===== config.mk =====
export PLATFORM = sky130hd
export DESIGN_NAME = scrolling_seven_segment_mux
export DESIGN_NICKNAME = d
export VERILOG_FILES = /design/src/ssm_pkg.sv /design/src/ssm_ram.sv /design/src/ssm_front.sv /design/src/ssm_exec.sv /design/src/scrolling_seven_segment_mux.sv
export SDC_FILE = /design/constraint.sdc
export NUM_CORES = 1
export LEC_CHECK = 0
export BUFFER_PORTS_ARGS = -buffer_cell sky130_fd_sc_hd__buf_2
export CORE_UTILIZATION = 63
export CTS_CLUSTER_SIZE = 14
export DETAILED_ROUTE_END_ITERATION = 6
export PLACE_DENSITY = 0.76
export SETUP_SLACK_MARGIN = 0.05
export SLEW_MARGIN = 10
export SYNTH_ARGS = -nofsm -noshare
export SYNTH_HDL_FRONTEND = slang
export SYNTH_HIERARCHICAL = 1
export SYNTH_SLANG_ARGS = --single-unit

===== constraint.sdc =====
create_clock -name clock -period 4.65 [get_ports clock]
set_input_delay 0.93 -clock clock [delete_from_list [all_inputs] [get_ports clock]]
set_output_delay 0.93 -clock clock [all_outputs]
set_load 0.1 [all_outputs]

===== src/ssm_pkg.sv =====
// Shared types, constants and the lowercase font for the scrolling seven-segment mux.
// No dependencies; every other file in src but ssm_ram refers to this package by scoped names.
package ssm_pkg;

   localparam int MESSAGE_DEPTH  = 64;
   localparam int DIGIT_COUNT    = 4;
   localparam int DIGIT_WIDTH    = 2;
   localparam int CHAR_WIDTH     = 8;
   localparam int GLYPH_WIDTH    = 7;
   localparam int LENGTH_WIDTH   = 7;
   localparam int INDEX_WIDTH    = 6;
   // holds message length plus two trailing blanks for any 7-bit length
   localparam int POSITION_WIDTH = 8;
   localparam int LETTER_COUNT   = 26;

   localparam logic [CHAR_WIDTH-1:0] FIRST_LETTER = 8'h61;

   typedef enum logic [1:0] {
      REQ_WRITE  = 2'd0,
      REQ_SCAN   = 2'd1,
      REQ_SCROLL = 2'd2
   } req_code_type;

   typedef struct packed {
      logic [1:0]             req_type;
      logic [INDEX_WIDTH-1:0] write_index;
      logic [CHAR_WIDTH-1:0]  write_char;
   } req_item_type;

   typedef struct packed {
      logic [GLYPH_WIDTH-1:0] segments_n;
      logic [DIGIT_COUNT-1:0] digit_enable;
   } rsp_item_type;

   // transaction held between the input stage and the execute stage
   typedef struct packed {
      logic       valid;
      logic [1:0] req_type;
      logic       in_range;
   } stage_item_type;

   localparam logic [GLYPH_WIDTH-1:0] FONT_LOWER [LETTER_COUNT] = '{
      7'h77, 7'h7C, 7'h58, 7'h5E, 7'h79, 7'h71, 7'h6F, 7'h76, 7'h06, 7'h0E,
      7'h70, 7'h38, 7'h55, 7'h54, 7'h5C, 7'h73, 7'h67, 7'h50, 7'h6D, 7'h78,
      7'h3E, 7'h1C, 7'h1D, 7'h76, 7'h66, 7'h5B
   };

   function automatic logic [GLYPH_WIDTH-1:0] glyph_of(input logic [CHAR_WIDTH-1:0] code);
      logic [CHAR_WIDTH-1:0]  offset;
      logic [GLYPH_WIDTH-1:0] glyph;
      offset = code - FIRST_LETTER;
      glyph  = '0;
      if (code >= FIRST_LETTER && offset < CHAR_WIDTH'(LETTER_COUNT)) begin
         glyph = FONT_LOWER[offset[4:0]];
      end
      return glyph;
   endfunction

endpackage


===== src/ssm_ram.sv =====
// Generic simple dual-port RAM: one write port, one read port with registered read data.
// No dependencies.
module ssm_ram #(
   parameter int WIDTH = 8,
   parameter int DEPTH = 64,
   localparam int ADDR_WIDTH = (DEPTH > 1) ? $clog2(DEPTH) : 1
) (
   input  logic                  clock,
   input  logic                  wr_en,
   input  logic [ADDR_WIDTH-1:0] wr_addr,
   input  logic [WIDTH-1:0]      wr_data,
   input  logic                  rd_en,
   input  logic [ADDR_WIDTH-1:0] rd_addr,
   output logic [WIDTH-1:0]      rd_data
);

   logic [WIDTH-1:0] mem_ff [DEPTH];
   logic [WIDTH-1:0] rd_data_ff;

   always_ff @(posedge clock) begin
      if (wr_en) begin
         mem_ff[wr_addr] <= wr_data;
      end
      if (rd_en) begin
         rd_data_ff <= mem_ff[rd_addr];
      end
   end

   assign rd_data = rd_data_ff;

endmodule


===== src/ssm_front.sv =====
// Input stage: accepts transactions, holds the length register and the scroll position,
// and drives the message RAM ports. Depends on ssm_pkg.
module ssm_front #(
   parameter int MESSAGE_DEPTH = ssm_pkg::MESSAGE_DEPTH,
   localparam int ADDR_WIDTH = (MESSAGE_DEPTH > 1) ? $clog2(MESSAGE_DEPTH) : 1
) (
   input  logic                                 clock,
   input  logic                                 reset,
   input  logic                                 req_valid,
   output logic                                 req_stall,
   input  ssm_pkg::req_item_type                req_data,
   input  logic                                 csr_write_enable,
   input  logic [ssm_pkg::LENGTH_WIDTH-1:0]     csr_write_data,
   input  logic                                 exec_take,
   output ssm_pkg::stage_item_type              stage,
   output logic                                 ram_wr_en,
   output logic [ADDR_WIDTH-1:0]                ram_wr_addr,
   output logic [ssm_pkg::CHAR_WIDTH-1:0]       ram_wr_data,
   output logic                                 ram_rd_en,
   output logic [ADDR_WIDTH-1:0]                ram_rd_addr
);

   logic [ssm_pkg::LENGTH_WIDTH-1:0]   length_ff;
   logic [ssm_pkg::LENGTH_WIDTH-1:0]   length_sat;
   logic [ssm_pkg::POSITION_WIDTH-1:0] position_ff, position_in;
   logic [ssm_pkg::POSITION_WIDTH-1:0] position_eff;
   ssm_pkg::stage_item_type            stage_ff, stage_in;
   logic                               accept;
   logic                               is_scroll;
   logic                               index_ok;

   assign req_stall = stage_ff.valid && !exec_take;
   assign accept    = req_valid && !req_stall;
   assign is_scroll = (req_data.req_type == ssm_pkg::REQ_SCROLL);

   assign length_sat = (32'(length_ff) > MESSAGE_DEPTH) ?
                       ssm_pkg::LENGTH_WIDTH'(MESSAGE_DEPTH) : length_ff;

   // wrap once the two trailing blanks have gone by
   assign position_eff = (position_ff >= ssm_pkg::POSITION_WIDTH'(length_sat) + 8'd2) ?
                         '0 : position_ff;

   assign index_ok = (32'(req_data.write_index) < MESSAGE_DEPTH);

   assign ram_wr_en   = accept && (req_data.req_type == ssm_pkg::REQ_WRITE) && index_ok;
   assign ram_wr_addr = ADDR_WIDTH'(req_data.write_index);
   assign ram_wr_data = req_data.write_char;
   assign ram_rd_en   = accept && is_scroll;
   assign ram_rd_addr = ADDR_WIDTH'(position_eff);

   always_comb begin
      position_in = position_ff;
      stage_in    = stage_ff;
      if (accept) begin
         stage_in.valid    = 1'b1;
         stage_in.req_type = req_data.req_type;
         stage_in.in_range = position_eff < ssm_pkg::POSITION_WIDTH'(length_sat);
         if (is_scroll) begin
            position_in = position_eff + 8'd1;
         end
      end else if (exec_take) begin
         stage_in.valid = 1'b0;
      end
   end

   always_ff @(posedge clock) begin
      if (reset) begin
         length_ff      <= '0;
         position_ff    <= '0;
         stage_ff.valid <= 1'b0;
      end else begin
         if (csr_write_enable) begin
            length_ff <= csr_write_data;
         end
         position_ff    <= position_in;
         stage_ff.valid <= stage_in.valid;
      end
      stage_ff.req_type <= stage_in.req_type;
      stage_ff.in_range <= stage_in.in_range;
   end

   assign stage = stage_ff;

endmodule


===== src/ssm_exec.sv =====
// Execute stage: shifts the shown glyphs, scans the digits and registers the result.
// Depends on ssm_pkg; takes message bytes from the RAM read port.
module ssm_exec (
   input  logic                           clock,
   input  logic                           reset,
   input  ssm_pkg::stage_item_type        stage,
   input  logic [ssm_pkg::CHAR_WIDTH-1:0] ram_rd_data,
   output logic                           exec_take,
   output logic                           rsp_valid,
   input  logic                           rsp_stall,
   output ssm_pkg::rsp_item_type          rsp_data
);

   logic [ssm_pkg::GLYPH_WIDTH-1:0] glyph_ff [ssm_pkg::DIGIT_COUNT];
   logic [ssm_pkg::GLYPH_WIDTH-1:0] glyph_in [ssm_pkg::DIGIT_COUNT];
   logic [ssm_pkg::DIGIT_WIDTH-1:0] digit_ff, digit_in;
   logic [ssm_pkg::GLYPH_WIDTH-1:0] segment_ff, segment_in;
   logic [ssm_pkg::DIGIT_COUNT-1:0] enable_ff, enable_in;
   logic                            rsp_valid_ff, rsp_valid_in;
   ssm_pkg::rsp_item_type           rsp_data_ff;
   logic                            fire;

   assign exec_take = !rsp_valid_ff || !rsp_stall;
   assign fire      = stage.valid && exec_take;

   always_comb begin
      glyph_in   = glyph_ff;
      digit_in   = digit_ff;
      segment_in = segment_ff;
      enable_in  = enable_ff;
      if (fire) begin
         unique case (stage.req_type)
            ssm_pkg::REQ_SCAN: begin
               segment_in = ~glyph_ff[digit_ff];
               enable_in  = ssm_pkg::DIGIT_COUNT'(1) << digit_ff;
               digit_in   = digit_ff + 2'd1;
            end
            ssm_pkg::REQ_SCROLL: begin
               for (int i = ssm_pkg::DIGIT_COUNT - 1; i > 0; i--) begin
                  glyph_in[i] = glyph_ff[i-1];
               end
               glyph_in[0] = stage.in_range ? ssm_pkg::glyph_of(ram_rd_data) : '0;
            end
            default: begin
               // writes went to the RAM at accept; unused codes change nothing
            end
         endcase
      end
      if (fire) begin
         rsp_valid_in = 1'b1;
      end else if (!rsp_stall) begin
         rsp_valid_in = 1'b0;
      end else begin
         rsp_valid_in = rsp_valid_ff;
      end
   end

   always_ff @(posedge clock) begin
      if (reset) begin
         for (int i = 0; i < ssm_pkg::DIGIT_COUNT; i++) begin
            glyph_ff[i] <= '0;
         end
         digit_ff     <= '0;
         segment_ff   <= '0;
         enable_ff    <= '0;
         rsp_valid_ff <= 1'b0;
      end else begin
         glyph_ff     <= glyph_in;
         digit_ff     <= digit_in;
         segment_ff   <= segment_in;
         enable_ff    <= enable_in;
         rsp_valid_ff <= rsp_valid_in;
      end
      if (fire) begin
         rsp_data_ff.segments_n   <= segment_in;
         rsp_data_ff.digit_enable <= enable_in;
      end
   end

   assign rsp_valid = rsp_valid_ff;
   assign rsp_data  = rsp_data_ff;

endmodule


===== src/scrolling_seven_segment_mux.sv =====
// Scrolling seven-segment mux top level: input stage, message RAM, execute stage.
// Two register stages: the input stage register, then the result register.
// Throughput: one transaction per cycle while the result side does not stall.
// The RAM read for a scroll is issued at accept, so its registered data meets the execute stage.
// Reset (synchronous, active high) clears length, position, glyphs, drives and valid flags;
// the message RAM is not cleared, and a scroll reads it whether or not the position was written.
module scrolling_seven_segment_mux #(
   parameter int MESSAGE_DEPTH = ssm_pkg::MESSAGE_DEPTH
) (
   input  logic                             clock,
   input  logic                             reset,
   input  logic                             req_valid,
   output logic                             req_stall,
   input  ssm_pkg::req_item_type            req_data,
   output logic                             rsp_valid,
   input  logic                             rsp_stall,
   output ssm_pkg::rsp_item_type            rsp_data,
   input  logic                             csr_write_enable,
   input  logic [ssm_pkg::LENGTH_WIDTH-1:0] csr_write_data
);

   localparam int ADDR_WIDTH = (MESSAGE_DEPTH > 1) ? $clog2(MESSAGE_DEPTH) : 1;

   ssm_pkg::stage_item_type          stage;
   logic                             exec_take;
   logic                             ram_wr_en;
   logic [ADDR_WIDTH-1:0]            ram_wr_addr;
   logic [ssm_pkg::CHAR_WIDTH-1:0]   ram_wr_data;
   logic                             ram_rd_en;
   logic [ADDR_WIDTH-1:0]            ram_rd_addr;
   logic [ssm_pkg::CHAR_WIDTH-1:0]   ram_rd_data;

   ssm_front #(
      .MESSAGE_DEPTH(MESSAGE_DEPTH)
   ) u_front (
      .clock           (clock),
      .reset           (reset),
      .req_valid       (req_valid),
      .req_stall       (req_stall),
      .req_data        (req_data),
      .csr_write_enable(csr_write_enable),
      .csr_write_data  (csr_write_data),
      .exec_take       (exec_take),
      .stage           (stage),
      .ram_wr_en       (ram_wr_en),
      .ram_wr_addr     (ram_wr_addr),
      .ram_wr_data     (ram_wr_data),
      .ram_rd_en       (ram_rd_en),
      .ram_rd_addr     (ram_rd_addr)
   );

   ssm_ram #(
      .WIDTH(ssm_pkg::CHAR_WIDTH),
      .DEPTH(MESSAGE_DEPTH)
   ) u_message_ram (
      .clock  (clock),
      .wr_en  (ram_wr_en),
      .wr_addr(ram_wr_addr),
      .wr_data(ram_wr_data),
      .rd_en  (ram_rd_en),
      .rd_addr(ram_rd_addr),
      .rd_data(ram_rd_data)
   );

   ssm_exec u_exec (
      .clock      (clock),
      .reset      (reset),
      .stage      (stage),
      .ram_rd_data(ram_rd_data),
      .exec_take  (exec_take),
      .rsp_valid  (rsp_valid),
      .rsp_stall  (rsp_stall),
      .rsp_data   (rsp_data)
   );

endmodule


==> results.txt <==
I/O Buffers: 40
Setup TNS Final: 0 ns
Routed wire length: 54400 µm
WP data required: 4.99 ns
M2 GR Usage: 48.5%
Vias per cell: 6.47
Synthesized net count: 1459
Layout cells sized above 1: 24.5%
CTS Sinks: 592
Core area: 0.0378 mm²
ANT nets after route: 0
Grt total ovfl: 0
Dominant cell type by area after synthesis: edfxtp_1
CTS Buf Count: 56
Largest net degree at the start of global routing: 65
Leak: 8.69 nW
Worst-Skew Late Latency: 0.61 ns
MaxCap Viol Count: 0
Final setup violation count: 0
Post-Synth XOR/XNOR Area: 0.287%
Most frequent cells in the layout: edfxtp_1 (534), mux4_2 (133), nor2_1 (107)
Reg2reg path depth: 17
Die H: 199 µm
Hold crit path type: reg2reg
Min-delay src: u_exec/glyph_ff[6]
Clock buffer depth: 3
Largest family of logic cells by synthesized area: multiplexers
Root Driver: clkbuf_16
Max-slew headroom: 17.8%
Clock slew at the register clock pins of the worst setup and hold paths: 0.06 ns
Die Wd: 199 µm
Starting Density: 64.4%
CP endpoint kind: register
Mux contribution to synthesized area: 14.3%
Commonest non-fill, non-tap cell in the layout: edfxtp_1
Final Max Slew Viols: 0
Final min period: 4.44 ns
Met1 Resource Use GR: 38.3%
IO Pins: 41
Worst Skew: 0.0150 ns
Startpoint Class: register
Top_reg_cell synth: edfxtp_1
P&R area growth vs syn: 12.1%
Switching Fraction: 20.5%
Worst Path Max Fanout: 34
Crit path from: u_front/length_ff[6]
CTS tree: done
Vias: 13.3k
Area contributors post-synth: edfxtp_1 (66%), mux4_2 (12%), dfxtp_1 (4.8%)
# hold bufs at CTS: 0
Final Hold Viols: 0
Area of the multi-input gates: 0.00662 mm²
Hpwl dp: 34000 µm
Routability cong.: 0.861
Syn Area/Cell: 17.4 µm²
Total die area: 0.0395 mm²
WL/cell: 26.4 µm
Compound-Gate Fraction of Synth Area: 4.67%
Post-synth EDFFs: 534
Met3 Track Usage GR: 5.07%
Async set-reset flop share out of synthesis: 0%
Post-Synth Adder-Cell Area: 1.39%
Placement Rows: 71
Overall routing resource usage: 28.7%
Synth Warn #: 6
Initial antenna violation count: 4
GRT busiest layer: met2
Crit path DAT: 4.78 ns
# DRC: 0
Number of H-tree levels: 2
Yosys top cell area share: 65.8%
Fmax: 0.225 GHz
Final Cycle Share: 95.5%
Initial drt markers: 1420
R2R Setup Slk: 0.21 ns
Combinational Power Share: 4.5%
RSZ-0062 raised after global routing: yes
Total Nets Final: 1555
Mapped cell area: 0.0244 mm²
Peak supply drop: 348 µV
FF+latch count, synth: 592
Status: finished, final reports clean
Post-synthesis sequential area ratio: 70.5%
First-pass GRT wire length: 81100 µm
Sequential Power Share: 54.0%
Fillers: 2310
Crit path kind: reg2reg
Storage element area: 0.0172 mm²
Reg2Reg Launch Point: u_front/length_ff[6]
Clock group share of total power: 41.4%
Switching power: 2.22 mW
RR Endpoint: u_message_ram/rd_data[0]
Vias in the first global route: 13.1k
CP endpoint: u_message_ram/rd_data[0]
Pwr dens: 396 mW/mm²
Mapped Cells: 1404
Yosys cell types: 71
Synth Area in Simple Gates: 6.22%
P_int: 8.60 mW
Slew @ Worst Pin: 1.23 ns
Hold_ws: 0.454 ns
Drt first pass iters: 5
metrics by stage:
step / power, mW / cells / setup slack, ns / util [%] / area [µm²]
6_report: 10.8 / 2059 / 0.207 / 72.3 / 27300
5_1_grt: 11.1 / 2059 / 0.0386 / 72.3 / 27300
4_1_cts: 10.9 / 2055 / 0.0584 / 72.1 / 27300
3_5_place_dp: 6.45 / 1952 / 0.0796 / 67.3 / 25500
3_3_place_gp: 6.43 / 1952 / 0.223 / 67.3 / 25500
2_1_floorplan: 6.31 / 1404 / 0.692 / - / 24400
cell families (layout without fill, tap and decap cells):
kind of cell	after synthesis	after routing
multiplexers	181	181
AND/OR/NAND/NOR	327	327
XOR/XNOR	8	8
other	1	4
flip-flops	592	592
adder cells (fa/ha/maj)	27	27
buffers and inverters	109	250
AO/OA/AOI/OAI	159	159
registers in the layout (all words and copies together) (netlist names):
| register | count |
|---|---|
| u_message_ram/rd_data | 8 |
| u_front/stage | 4 |
| u_exec/segment_ff | 7 |
| u_exec/rsp_data | 11 |
| u_exec/glyph_ff | 28 |
| u_exec/enable_ff | 4 |
| u_exec/digit_ff | 2 |
| u_message_ram/mem_ff | 512 |
| u_front/position_ff | 8 |
| u_exec/rsp_valid | 1 |
| u_front/length_ff | 7 |
power by group through the flow:
stage,Sequential (mW),Combinational [mW],Clock [mW]
after floorplan,5.98,0.327,0
after global placement,5.96,0.473,0
after detailed placement,5.96,0.487,0
after CTS,5.85,0.490,4.55
after global routing,5.85,0.525,4.76
final,5.85,0.492,4.48
worst max-delay path: stages (launching register included):
cell and delay, ns:
dfxtp_1 0.34, inv_1 0.17, nand2_1 0.12, inv_1 0.09, ha_1 0.17, nand3_1 0.10, xnor2_1 0.15, o21ai_0 0.12
ha_1 0.31, a21oi_1 0.19, o21a_1 0.16, buf_4 0.20, and3_4 0.39, buf_12 0.27, mux4_2 0.55, mux2_2 0.31
a221oi_2 0.40, o2bb2ai_1 0.12
synthesized netlist by cell type, types with 10 or more instances:
| cell type | number |
|---|---|
| a21oi_1 | 42 |
| and3_1 | 10 |
| buf_2 | 16 |
| buf_4 | 30 |
| clkbuf_1 | 34 |
| dfxtp_1 | 58 |
| edfxtp_1 | 534 |
| ha_1 | 27 |
| inv_1 | 16 |
| mux2_2 | 17 |
| mux2i_1 | 31 |
| mux4_2 | 133 |
| nand2_1 | 100 |
| nand3_1 | 22 |
| nor2_1 | 107 |
| nor2b_1 | 30 |
| nor3_1 | 15 |
| o21ai_0 | 22 |
routing by layer:
| layer | up-vias | share of wire, % |
|---|---|---|
| li1 | 5761 | - |
| met5 | - | 0.024 |
| met2 | 625 | 52 |
| met3 | 98 | 7.6 |
| met1 | 6843 | 38 |
| met4 | 2 | 2.6 |
how the worst min path moves through the flow:
stage	cells past startpoint	slack, ns	to
after CTS	2	0.46	u_exec/glyph_ff[6]
after global placement	2	0.44	u_exec/glyph_ff[4]
after floorplan	2	0.43	u_exec/glyph_ff[0]
final	2	0.45	u_exec/glyph_ff[6]
after global routing	2	0.48	u_exec/glyph_ff[1]
after detailed placement	2	0.45	u_exec/glyph_ff[6]
what timing repair did:
action | in CTS | in global routing
resized for setup | 0 | 7
endpoints found under the setup margin | 0 | 6
setup buffers | 0 | 1
final cells by class:
| class | count | area share, % |
|---|---|---|
| well taps | 511 | 2.34 |
| diodes | 3 | 0.0275 |
| multi-input cells | 703 | 24.2 |
| repair buffers | 131 | 3.74 |
| clock buffers | 70 | 5.32 |
| flip-flops and latches | 592 | 62.9 |
| inverters | 16 | 0.220 |
| clock inverters | 33 | 1.27 |
(Power assumes the default switching activity.)
